--- src/hw/rtl/ddpd_pkg.sv ---
// shared types and constants for the differential drive controller
package ddpd_pkg;

  localparam int SAMPLE_W = 12;
  localparam int DUTY_W   = 7;
  localparam int ERR_W    = 15;
  localparam int CTRL_W   = 24;
  localparam int PROD_W   = 34;
  localparam int CFG_IDX_W  = 3;
  localparam int CFG_DATA_W = 16;

  localparam logic [1:0] MODE_OFF  = 2'd0;
  localparam logic [1:0] MODE_OPEN = 2'd1;
  localparam logic [1:0] MODE_POS  = 2'd2;

  localparam logic OP_TICK = 1'b0;
  localparam logic OP_ARM  = 1'b1;

  localparam logic [CFG_IDX_W-1:0] REG_RIGHT_OPEN = 3'd0;
  localparam logic [CFG_IDX_W-1:0] REG_LEFT_OPEN  = 3'd1;
  localparam logic [CFG_IDX_W-1:0] REG_TARGET     = 3'd2;
  localparam logic [CFG_IDX_W-1:0] REG_LEFT_NOM   = 3'd3;
  localparam logic [CFG_IDX_W-1:0] REG_RIGHT_NOM  = 3'd4;
  localparam logic [CFG_IDX_W-1:0] REG_THRESHOLD  = 3'd5;
  localparam logic [CFG_IDX_W-1:0] REG_PROP_GAIN  = 3'd6;
  localparam logic [CFG_IDX_W-1:0] REG_DERIV_GAIN = 3'd7;

  localparam logic [DUTY_W-1:0] NOMINAL_RESET    = 7'd100;
  localparam logic [15:0]       PROP_GAIN_RESET  = 16'd3277;
  localparam logic [15:0]       DERIV_GAIN_RESET = 16'd328;

  typedef struct packed {
    logic                fill;
    logic                shift;
    logic                div_start;
    logic [SAMPLE_W-1:0] sample;
  } lane_ctl_t;

  typedef struct packed {
    logic                done;
    logic [SAMPLE_W-1:0] newer;
    logic [SAMPLE_W-1:0] older;
  } lane_sts_t;

endpackage

--- src/hw/rtl/ddpd_if.sv ---
// valid/ready channel interfaces for sensor items and duty results
interface ddpd_in_if;
  logic        valid;
  logic        ready;
  logic        operation;
  logic [1:0]  mode;
  logic [11:0] right_sample;
  logic [11:0] left_sample;
  modport source (output valid, operation, mode, right_sample, left_sample, input ready);
  modport sink (input valid, operation, mode, right_sample, left_sample, output ready);
endinterface

interface ddpd_out_if;
  logic       valid;
  logic       ready;
  logic       duty_write;
  logic [6:0] right_duty;
  logic [6:0] left_duty;
  logic       tape_detected;
  logic       watch_armed;
  modport source (output valid, duty_write, right_duty, left_duty, tape_detected,
                  watch_armed, input ready);
  modport sink (input valid, duty_write, right_duty, left_duty, tape_detected,
                watch_armed, output ready);
endinterface

--- src/hw/rtl/ddpd_lane.sv ---
// one sensor side: sample window, running half sums and reciprocal mean multipliers
module ddpd_lane import ddpd_pkg::*; #(
  parameter int WINDOW_DEPTH = 8
) (
  input  logic      clk,
  input  logic      rst_n,
  input  lane_ctl_t ctl,
  output lane_sts_t sts
);

  localparam int H     = WINDOW_DEPTH / 2;
  localparam int TAPS  = 2 * H;
  localparam int SUM_W = SAMPLE_W + $clog2(H);
  localparam int RK    = SUM_W + $clog2(H);
  localparam int RM_W  = SUM_W + 2;
  localparam int PR_W  = SUM_W + RM_W;
  localparam longint RECIP_L = ((longint'(1) << RK) + longint'(H - 1)) / longint'(H);
  localparam logic [RM_W-1:0] RECIP = RM_W'(RECIP_L);

  logic [SAMPLE_W-1:0] win_r [TAPS];
  logic [SUM_W-1:0]    newer_sum_r, older_sum_r;
  logic [SAMPLE_W-1:0] newer_r, older_r;
  logic                done_r;

  logic [PR_W-1:0]  prod_n, prod_o;
  logic [SUM_W-1:0] seed_sum;

  assign seed_sum = SUM_W'(ctl.sample) * SUM_W'(H);

  // floor mean by the half length as a multiply by its rounded-up reciprocal
  assign prod_n = PR_W'(newer_sum_r) * PR_W'(RECIP);
  assign prod_o = PR_W'(older_sum_r) * PR_W'(RECIP);

  always_ff @(posedge clk) begin
    if (!rst_n) begin
      for (int i = 0; i < TAPS; i++) win_r[i] <= '0;
      newer_sum_r <= '0;
      older_sum_r <= '0;
      newer_r     <= '0;
      older_r     <= '0;
      done_r      <= 1'b0;
    end else begin
      done_r <= ctl.div_start;
      if (ctl.fill) begin
        for (int i = 0; i < TAPS; i++) win_r[i] <= ctl.sample;
        newer_sum_r <= seed_sum;
        older_sum_r <= seed_sum;
      end else if (ctl.shift) begin
        win_r[0] <= ctl.sample;
        for (int i = 1; i < TAPS; i++) win_r[i] <= win_r[i-1];
        // entries leaving each half move the sums along
        newer_sum_r <= newer_sum_r + SUM_W'(ctl.sample) - SUM_W'(win_r[H-1]);
        older_sum_r <= older_sum_r + SUM_W'(win_r[H-1]) - SUM_W'(win_r[TAPS-1]);
      end
      if (ctl.div_start) begin
        newer_r <= prod_n[RK +: SAMPLE_W];
        older_r <= prod_o[RK +: SAMPLE_W];
      end
    end
  end

  assign sts.done  = done_r;
  assign sts.newer = newer_r;
  assign sts.older = older_r;

endmodule

--- src/hw/rtl/differential_drive_pd_with_tape_watch_unit.sv ---
// top level: mode control, PD law, tape watch merge and result register
// Takes one item at a time. An arm request, an off tick, an unused mode or an open-loop
// tick that is still filling the window goes from S_IDLE through S_FIN to a result; an
// open-loop tick with a full window also passes S_WSTART and S_WAIT, for the reciprocal multiplies that form
// the two half means in each of the sensor lanes, which run side by side; a position
// tick passes S_POS1 to S_POS4 through the two gain multipliers, the
// control sum and the saturation step. The input is free again as soon as the result is
// in the output register, and that register holds it until it is taken.
module differential_drive_pd_with_tape_watch_unit import ddpd_pkg::*; #(
  parameter int WINDOW_DEPTH = 8
) (
  input  logic                  clk,
  input  logic                  rst_n,
  ddpd_in_if.sink               in_ch,
  ddpd_out_if.source            out_ch,
  input  logic                  cfg_we,
  input  logic [CFG_IDX_W-1:0]  cfg_index,
  input  logic [CFG_DATA_W-1:0] cfg_data
);

  localparam int FC_W = $clog2(WINDOW_DEPTH + 1);

  typedef enum logic [2:0] {
    S_IDLE, S_WSTART, S_WAIT, S_POS1, S_POS2, S_POS3, S_POS4, S_FIN
  } state_t;

  state_t state_r;

  logic [DUTY_W-1:0]     right_open_r, left_open_r, left_nom_r, right_nom_r;
  logic signed [12:0]    target_r;
  logic [SAMPLE_W-1:0]   thr_r;
  logic [15:0]           prop_r, deriv_r;

  logic [1:0]            prev_mode_r;
  logic                  watch_r;
  logic [FC_W-1:0]       fill_r;
  logic signed [ERR_W-1:0]  pe_r, e_r;
  logic signed [CTRL_W-1:0] pc_r;
  logic signed [PROD_W-1:0] m1_r, m2_r, c_r;

  logic              res_wr_r, res_tape_r, res_armed_r;
  logic [DUTY_W-1:0] res_rd_r, res_ld_r;

  logic              out_valid_r, out_wr_r, out_tape_r, out_armed_r;
  logic [DUTY_W-1:0] out_rd_r, out_ld_r;

  lane_ctl_t ctl_r_side, ctl_l_side;
  lane_sts_t sts_r_side, sts_l_side;

  logic accept;
  logic [FC_W-1:0] fc_eff;
  logic signed [ERR_W-1:0] e_new;
  logic signed [18:0] gain_sum;
  logic signed [17:0] gain_dif;
  logic signed [PROD_W-1:0] lnom_q, rnom_q, ql, qr;
  logic c_pos, c_neg, tape_r_side, tape_l_side;

  assign in_ch.ready = (state_r == S_IDLE);
  assign accept      = in_ch.valid && in_ch.ready;

  assign fc_eff = (prev_mode_r != MODE_OPEN) ? '0 : fill_r;
  assign e_new  = ERR_W'(target_r)
                - ($signed({3'b0, in_ch.left_sample}) - $signed({3'b0, in_ch.right_sample}));

  assign gain_sum = $signed({3'b0, prop_r}) + $signed({3'b0, deriv_r});
  assign gain_dif = $signed({2'b0, prop_r}) - $signed({2'b0, deriv_r});

  assign lnom_q = $signed({11'b0, left_nom_r, 16'b0});
  assign rnom_q = $signed({11'b0, right_nom_r, 16'b0});
  assign ql     = lnom_q - c_r;
  assign qr     = rnom_q + c_r;
  assign c_pos  = !c_r[PROD_W-1] && (c_r != '0);
  assign c_neg  = c_r[PROD_W-1];

  // merge: tape on either side when newer mean plus threshold falls below older mean
  assign tape_r_side = ({1'b0, sts_r_side.newer} + {1'b0, thr_r}) < {1'b0, sts_r_side.older};
  assign tape_l_side = ({1'b0, sts_l_side.newer} + {1'b0, thr_r}) < {1'b0, sts_l_side.older};

  always_comb begin
    ctl_r_side.fill      = accept && (in_ch.operation == OP_ARM);
    ctl_r_side.shift     = accept && (in_ch.operation == OP_TICK)
                         && (in_ch.mode == MODE_OPEN) && watch_r;
    ctl_r_side.div_start = (state_r == S_WSTART);
    ctl_r_side.sample    = in_ch.right_sample;
    ctl_l_side           = ctl_r_side;
    ctl_l_side.sample    = in_ch.left_sample;
  end

  ddpd_lane #(.WINDOW_DEPTH(WINDOW_DEPTH)) u_lane_right (
    .clk(clk), .rst_n(rst_n), .ctl(ctl_r_side), .sts(sts_r_side)
  );

  ddpd_lane #(.WINDOW_DEPTH(WINDOW_DEPTH)) u_lane_left (
    .clk(clk), .rst_n(rst_n), .ctl(ctl_l_side), .sts(sts_l_side)
  );

  always_ff @(posedge clk) begin
    if (!rst_n) begin
      right_open_r <= '0;
      left_open_r  <= '0;
      target_r     <= '0;
      left_nom_r   <= NOMINAL_RESET;
      right_nom_r  <= NOMINAL_RESET;
      thr_r        <= '0;
      prop_r       <= PROP_GAIN_RESET;
      deriv_r      <= DERIV_GAIN_RESET;
    end else if (cfg_we) begin
      unique case (cfg_index)
        REG_RIGHT_OPEN: right_open_r <= cfg_data[DUTY_W-1:0];
        REG_LEFT_OPEN:  left_open_r  <= cfg_data[DUTY_W-1:0];
        REG_TARGET:     target_r     <= $signed(cfg_data[12:0]);
        REG_LEFT_NOM:   left_nom_r   <= cfg_data[DUTY_W-1:0];
        REG_RIGHT_NOM:  right_nom_r  <= cfg_data[DUTY_W-1:0];
        REG_THRESHOLD:  thr_r        <= cfg_data[SAMPLE_W-1:0];
        REG_PROP_GAIN:  prop_r       <= cfg_data;
        REG_DERIV_GAIN: deriv_r      <= cfg_data;
        default: ;
      endcase
    end
  end

  always_ff @(posedge clk) begin
    if (!rst_n) begin
      state_r     <= S_IDLE;
      prev_mode_r <= MODE_OFF;
      watch_r     <= 1'b0;
      fill_r      <= '0;
      pe_r        <= '0;
      pc_r        <= '0;
      out_valid_r <= 1'b0;
    end else begin
      if (out_valid_r && out_ch.ready && state_r != S_FIN) out_valid_r <= 1'b0;
      unique case (state_r)
        S_IDLE: begin
          if (accept) begin
            res_wr_r    <= 1'b0;
            res_rd_r    <= '0;
            res_ld_r    <= '0;
            res_tape_r  <= 1'b0;
            res_armed_r <= watch_r;
            state_r     <= S_FIN;
            if (in_ch.operation == OP_ARM) begin
              watch_r     <= 1'b1;
              res_armed_r <= 1'b1;
            end else begin
              prev_mode_r <= in_ch.mode;
              unique case (in_ch.mode)
                MODE_OFF: res_wr_r <= (prev_mode_r != MODE_OFF);
                MODE_OPEN: begin
                  res_wr_r <= 1'b1;
                  res_rd_r <= right_open_r;
                  res_ld_r <= left_open_r;
                  fill_r   <= fc_eff;
                  if (watch_r) begin
                    if (fc_eff < FC_W'(WINDOW_DEPTH)) begin
                      fill_r <= fc_eff + 1'b1;
                    end else begin
                      state_r <= S_WSTART;
                    end
                  end
                end
                MODE_POS: begin
                  e_r     <= e_new;
                  state_r <= S_POS1;
                  if (prev_mode_r != MODE_POS) begin
                    pe_r <= '0;
                    pc_r <= '0;
                  end
                end
                default: ;
              endcase
            end
          end
        end
        S_WSTART: state_r <= S_WAIT;
        S_WAIT: begin
          if (sts_r_side.done) begin
            if (tape_r_side || tape_l_side) begin
              res_tape_r  <= 1'b1;
              res_armed_r <= 1'b0;
              watch_r     <= 1'b0;
              fill_r      <= '0;
            end
            state_r <= S_FIN;
          end
        end
        S_POS1: begin
          m1_r    <= PROD_W'(gain_sum * e_r);
          state_r <= S_POS2;
        end
        S_POS2: begin
          m2_r    <= PROD_W'(gain_dif * pe_r);
          state_r <= S_POS3;
        end
        S_POS3: begin
          c_r     <= m1_r + m2_r - PROD_W'(pc_r);
          state_r <= S_POS4;
        end
        S_POS4: begin
          res_wr_r <= 1'b1;
          pe_r     <= e_r;
          pc_r     <= c_r[CTRL_W-1:0];
          res_rd_r <= right_nom_r;
          res_ld_r <= left_nom_r;
          if (c_pos) begin
            // left slows; at or below minus one duty step it pins at zero
            if (ql <= -PROD_W'(65536)) begin
              res_ld_r <= '0;
              pc_r     <= lnom_q[CTRL_W-1:0];
            end else begin
              res_ld_r <= ql[PROD_W-1] ? '0 : ql[22:16];
            end
          end else if (c_neg) begin
            if (qr <= -PROD_W'(65536)) begin
              res_rd_r <= '0;
              pc_r     <= CTRL_W'(-rnom_q);
            end else begin
              res_rd_r <= qr[PROD_W-1] ? '0 : qr[22:16];
            end
          end
          state_r <= S_FIN;
        end
        S_FIN: begin
          if (!out_valid_r || out_ch.ready) begin
            out_valid_r <= 1'b1;
            out_wr_r    <= res_wr_r;
            out_rd_r    <= res_rd_r;
            out_ld_r    <= res_ld_r;
            out_tape_r  <= res_tape_r;
            out_armed_r <= res_armed_r;
            state_r     <= S_IDLE;
          end
        end
        default: state_r <= S_IDLE;
      endcase
    end
  end

  assign out_ch.valid         = out_valid_r;
  assign out_ch.duty_write    = out_wr_r;
  assign out_ch.right_duty    = out_rd_r;
  assign out_ch.left_duty     = out_ld_r;
  assign out_ch.tape_detected = out_tape_r;
  assign out_ch.watch_armed   = out_armed_r;

  a_fill_bound: assert property (@(posedge clk) disable iff (!rst_n)
    fill_r <= FC_W'(WINDOW_DEPTH))
    else $error("fill count beyond window depth");

  a_tape_disarms: assert property (@(posedge clk) disable iff (!rst_n)
    (out_valid_r && out_tape_r) |-> !out_armed_r && out_wr_r)
    else $error("tape result left the watch armed");

  a_arm_sets_watch: assert property (@(posedge clk) disable iff (!rst_n)
    (accept && in_ch.operation == OP_ARM) |=> watch_r)
    else $error("arm request did not arm the watch");

  a_lanes_agree: assert property (@(posedge clk) disable iff (!rst_n)
    sts_r_side.done == sts_l_side.done)
    else $error("lane mean stages out of step");

endmodule

--- src/flat_wrapper.sv ---
// flat-port wrapper written by rule: the top's interface ports become plain ports
module differential_drive_pd_with_tape_watch_unit_flat import ddpd_pkg::*;
#(
  parameter int WINDOW_DEPTH = 8
)
  (clk, rst_n, cfg_we, cfg_index, cfg_data, in_ch_valid, in_ch_operation, in_ch_mode, in_ch_right_sample, in_ch_left_sample, in_ch_ready, out_ch_valid, out_ch_duty_write, out_ch_right_duty, out_ch_left_duty, out_ch_tape_detected, out_ch_watch_armed, out_ch_ready);
  ddpd_in_if in_ch_i ();
  ddpd_out_if out_ch_i ();
  input  logic clk;
  input  logic rst_n;
  input  logic cfg_we;
  input  logic [CFG_IDX_W-1:0] cfg_index;
  input  logic [CFG_DATA_W-1:0] cfg_data;
  input wire logic [$bits(in_ch_i.valid)-1:0] in_ch_valid;
  input wire logic [$bits(in_ch_i.operation)-1:0] in_ch_operation;
  input wire logic [$bits(in_ch_i.mode)-1:0] in_ch_mode;
  input wire logic [$bits(in_ch_i.right_sample)-1:0] in_ch_right_sample;
  input wire logic [$bits(in_ch_i.left_sample)-1:0] in_ch_left_sample;
  output wire logic [$bits(in_ch_i.ready)-1:0] in_ch_ready;
  output wire logic [$bits(out_ch_i.valid)-1:0] out_ch_valid;
  output wire logic [$bits(out_ch_i.duty_write)-1:0] out_ch_duty_write;
  output wire logic [$bits(out_ch_i.right_duty)-1:0] out_ch_right_duty;
  output wire logic [$bits(out_ch_i.left_duty)-1:0] out_ch_left_duty;
  output wire logic [$bits(out_ch_i.tape_detected)-1:0] out_ch_tape_detected;
  output wire logic [$bits(out_ch_i.watch_armed)-1:0] out_ch_watch_armed;
  input wire logic [$bits(out_ch_i.ready)-1:0] out_ch_ready;
  assign in_ch_i.valid = in_ch_valid;
  assign in_ch_i.operation = in_ch_operation;
  assign in_ch_i.mode = in_ch_mode;
  assign in_ch_i.right_sample = in_ch_right_sample;
  assign in_ch_i.left_sample = in_ch_left_sample;
  assign in_ch_ready = in_ch_i.ready;
  assign out_ch_valid = out_ch_i.valid;
  assign out_ch_duty_write = out_ch_i.duty_write;
  assign out_ch_right_duty = out_ch_i.right_duty;
  assign out_ch_left_duty = out_ch_i.left_duty;
  assign out_ch_tape_detected = out_ch_i.tape_detected;
  assign out_ch_watch_armed = out_ch_i.watch_armed;
  assign out_ch_i.ready = out_ch_ready;
  differential_drive_pd_with_tape_watch_unit #(.WINDOW_DEPTH(WINDOW_DEPTH)) u_core (.clk(clk), .rst_n(rst_n), .in_ch(in_ch_i), .out_ch(out_ch_i), .cfg_we(cfg_we), .cfg_index(cfg_index), .cfg_data(cfg_data));
endmodule
--- config.mk ---
export PLATFORM = sky130hd
export DESIGN_NAME = differential_drive_pd_with_tape_watch_unit_flat
export DESIGN_NICKNAME = d
export VERILOG_FILES = /design/src/hw/rtl/ddpd_pkg.sv /design/src/hw/rtl/ddpd_if.sv /design/src/hw/rtl/ddpd_lane.sv /design/src/hw/rtl/differential_drive_pd_with_tape_watch_unit.sv /design/src/flat_wrapper.sv
export SDC_FILE = /design/constraint.sdc
export NUM_CORES = 2
export LEC_CHECK = 0
export BUFFER_PORTS_ARGS = -buffer_cell sky130_fd_sc_hd__buf_2
export CORE_MARGIN = 3
export CORE_UTILIZATION = 70
export CTS_CLUSTER_SIZE = 10
export DETAILED_ROUTE_END_ITERATION = 8
export GPL_TIMING_DRIVEN = 0
export PLACE_DENSITY = 0.95
export SETUP_SLACK_MARGIN = 0.2
export SLEW_MARGIN = 20
export SYNTH_ARGS = -nofsm -noshare
export SYNTH_HDL_FRONTEND = slang
export SYNTH_SLANG_ARGS = --single-unit
--- constraint.sdc ---
create_clock -name clk -period 12.1 [get_ports clk]
set_clock_uncertainty 0.1 [all_clocks]
set_input_delay 3.025 -clock clk [delete_from_list [all_inputs] [get_ports clk]]
set_output_delay 3.025 -clock clk [all_outputs]
set_load 0.03 [all_outputs]
==> results by group <==
Worst setup path
  – Critical Path End Type: flip-flop
  – Critical Path RT: 12.37 ns
  – CP top delay family: adder cells
  – Critical path arrival: 10.92 ns
  – Crit start category: flip-flop
  – Worst Path Max Fanout: 10
  – Most used cell, CP: fa_1
  – CP bufs+invs: 5
  – Register-to-Register Path Depth: 33
  – Crit. path cell count: 33
  – Setup CP Type: flip-flop to flip-flop
  – Critical Path Max Stage Delay: 0.82 ns
  – Worst path slowest cell: xnor2_1

Die
  – I/O Pins: 70
  – Chip Height: 275.1 um
  – Width of the die: 275.1 um
  – Row cnt: 98
  – Core area: 71,610 um2
  – Die area: 75,700 um2
  – Starting density of the core: 70.81%

Run status
  – Outcome: finished clean

Synth
  – Synth cell types: 90
  – Gate Count Post-Synth: 5,532
  – Ys Warns: 0
  – Asr flop ratio synth: 0%
  – EDFF count, synth: 339
  – Sequential element share of the synthesized area: 29.51%
  – Main synth FF type: edfxtp_1
  – Post-Syn Area: 50,700 um2
  – Syn_nets: 6,527
  – Synth Area per Inst: 9.166 um2
  – Number of synthesized register bits: 578

Detailed routing
  – Drt initial violations: 5,552
  – # DRC: 0
  – Detailed Routing Iterations Pass 1: 7
  – Vias/cell: 6.416
  – Vias: 42,890
  – Post-detailed-route count of antenna-violating nets: 0
  – Final wirelength: 156,300 um
  – Avg WL per Cell: 23.38 um

Global routing
  – Largest net degree at the start of global routing: 51
  – Number of antenna violations at the first check in global routing: 22
  – Overflow after GRT: 0
  – Gr usage total: 41.78%
  – First-pass GRT wire length: 241,600 um
  – Vias in the first global route: 44,780

Clock network
  – Post-CTS Setup Bufs: 0
  – Reg clk slew, reported paths: 0.06 ns
  – Post-CTS sizing: 0
  – TritonCTS clock tree: done
  – Clock tree root driver cell: clkbuf_16
  – Clk buf depth: 3
  – Hold_buf cts: 0
  – Latest clock arrival within the worst-skew pair: 0.64 ns
  – Number of CTS-inserted buffers: 69
  – Sink Count: 578
  – H-tree depth: 3

Power
  – VDD IR max: 0.2793 mV
  – Clock Power Share: 18.8%
  – Int Pwr: 5621 uW
  – Sw power: 4846 uW
  – Pwr per Cell Area: 192.0 nW/um2
  – Flop pwr share: 25.2%
  – LEAKAGE: 0.02491 uW
  – Sw Share: 46.30%
  – Comb pwr share: 55.9%

Timing
  – Slew HR: 28.35%
  – Worst Tran Pin Value: 1.071 ns
  – Final setup violation count: 0
  – Final-report hold violation count: 0
  – Setup TNS: 0 ns
  – Hold WS: 0.3134 ns
  – Maximum clock rate: 0.09396 GHz
  – Max-slew violations: 0
  – RSZ-0062 raised after global routing: false
  – Fin crit period: 10.64 ns
  – Final period util: 87.96%

Final layout
  – Post-layout util: 76.12%
  – Layout area overhead: 7.504%
  – Filler cell count: 4,310
  – Area of the multi-input gates: 31,320 um2
  – Nets: 6,669
  – Seq. cell area: 14,960 um2
  – Fraction of layout cells with a size suffix above 1: 4.019%

Place
  – Routability cong.: 1.008
  – IO buf count: 61
  – Final HPWL DP: 116,600 um

Worst hold path
  – WHS Path Cells: 0
  – Hold Path Class: flip-flop to flip-flop

Flow run
  – Max_cap viols: 0
logic make-up after synthesis:
kind of cell | after synthesis | synth area share [%]
AND/OR/NAND/NOR | 1648 | 14.75
XOR/XNOR | 217 | 3.763
buffers and inverters | 1187 | 8.871
adder cells (fa/ha/maj) | 944 | 31.16
AO/OA/AOI/OAI | 941 | 11.60
flip-flops | 578 | 29.51
multiplexers | 17 | 0.3479
metrics by stage:
stage | cell area, um2 | total power [uW] | std cells | setup WS (ns)
after global routing | 54490 | 11000 | 6676 | 1.072
after floorplan | 50700 | 6310 | 5532 | 3.944
after CTS | 54480 | 10210 | 6673 | 1.971
final | 54510 | 10470 | 6684 | 1.457
after global placement | 52200 | 7982 | 6543 | 2.351
after detailed placement | 52410 | 8224 | 6553 | 2.112
layout make-up:
| type | count | area share [%] |
|---|---|---|
| well taps | 950 | 2.181 |
| multi-input cells | 3767 | 57.45 |
| flip-flops and latches | 578 | 27.45 |
| inverters | 961 | 6.618 |
| clock inverters | 8 | 0.1951 |
| diodes | 11 | 0.05050 |
| plain buffers | 226 | 1.634 |
| clock buffers | 112 | 3.599 |
| repair buffers | 71 | 0.8217 |
Yosys cell counts, drive strengths merged, types with 17 or more instances:
cell type,number,area (um2)
a211oi,21,167.7
a21o,72,540.5
a21oi,428,2146
a22oi,43,322.8
a31oi,25,156.4
and2,191,1195
buf,27,140.1
clkbuf,199,750.7
dfxtp,239,4785
edfxtp,339,10180
fa,531,10630
ha,413,5167
inv,961,3607
nand2,865,3266
nand2b,48,300.3
nand3,70,350.3
nand4,17,112.6
nor2,248,947.2
nor2b,76,475.5
nor3,53,270.3
o21a,31,232.7
o21ai,144,720.7
o21bai,22,165.2
or2,17,106.4
xnor2,159,1400
xor2,58,508.0
state kept, by name, indices dropped and copies added, names as in the netlist, 13 cells and up:
| register | cells |
|---|---|
| u_core.c_r | 34 |
| u_core.deriv_r | 16 |
| u_core.e_r | 14 |
| u_core.m1_r | 33 |
| u_core.m2_r | 32 |
| u_core.pc_r | 24 |
| u_core.pe_r | 14 |
| u_core.prop_r | 16 |
| u_core.target_r | 13 |
| u_core.u_lane_left.newer_sum_r | 14 |
| u_core.u_lane_left.older_sum_r | 14 |
| u_core.u_lane_left.win_r | 96 |
| u_core.u_lane_right.newer_sum_r | 14 |
| u_core.u_lane_right.older_sum_r | 14 |
| u_core.u_lane_right.win_r | 96 |
metal layers:
layer / GRT usage (%) / vias up / routed length (um)
met5: 0 / - / 150
met4: 31.95 / 24 / 14770
met3: 14.43 / 1147 / 20920
met2: 65.96 / 3436 / 70660
met1: 46.64 / 20140 / 49780
li1: - / 18140 / -
power groups by stage:
| stage | logic, uW | registers, uW | clock network, uW |
|---|---|---|---|
| after global placement | 5330 | 2660 | 0 |
| after detailed placement | 5570 | 2660 | 0 |
| final | 5860 | 2640 | 1970 |
| after CTS | 5640 | 2620 | 1950 |
| after global routing | 6320 | 2640 | 2040 |
| after floorplan | 3700 | 2610 | 0 |
cells in the final DEF, fill, tap and decap left out, types with 51 or more instances in the layout:
| cell | instances |
|---|---|
| a21o_1 | 72 |
| a21oi_1 | 426 |
| and2_1 | 191 |
| buf_2 | 79 |
| clkbuf_1 | 235 |
| clkbuf_16 | 72 |
| dfxtp_1 | 239 |
| edfxtp_1 | 339 |
| fa_1 | 531 |
| ha_1 | 413 |
| inv_1 | 961 |
| nand2_1 | 863 |
| nand3_1 | 67 |
| nor2_1 | 245 |
| nor2b_1 | 76 |
| nor3_1 | 51 |
| o21ai_0 | 121 |
| xnor2_1 | 158 |
| xor2_1 | 58 |
final timing paths:
path / startpoint / endpoint / slack, ns
worst min register to register: u_core.res_rd_r[6]$_DFFE_PP_ / u_core.out_ch.right_duty[6]$_DFFE_PP_ / 0.31
worst min-delay path: u_core.res_rd_r[6]$_DFFE_PP_ / u_core.out_ch.right_duty[6]$_DFFE_PP_ / 0.31
worst max register to register: u_core.prop_r[0]$_SDFFE_PN1P_ / u_core.m2_r[32]$_DFFE_PP_ / 1.46
worst max-delay path: u_core.prop_r[0]$_SDFFE_PN1P_ / u_core.m2_r[32]$_DFFE_PP_ / 1.46
(Power assumes the default switching activity.)
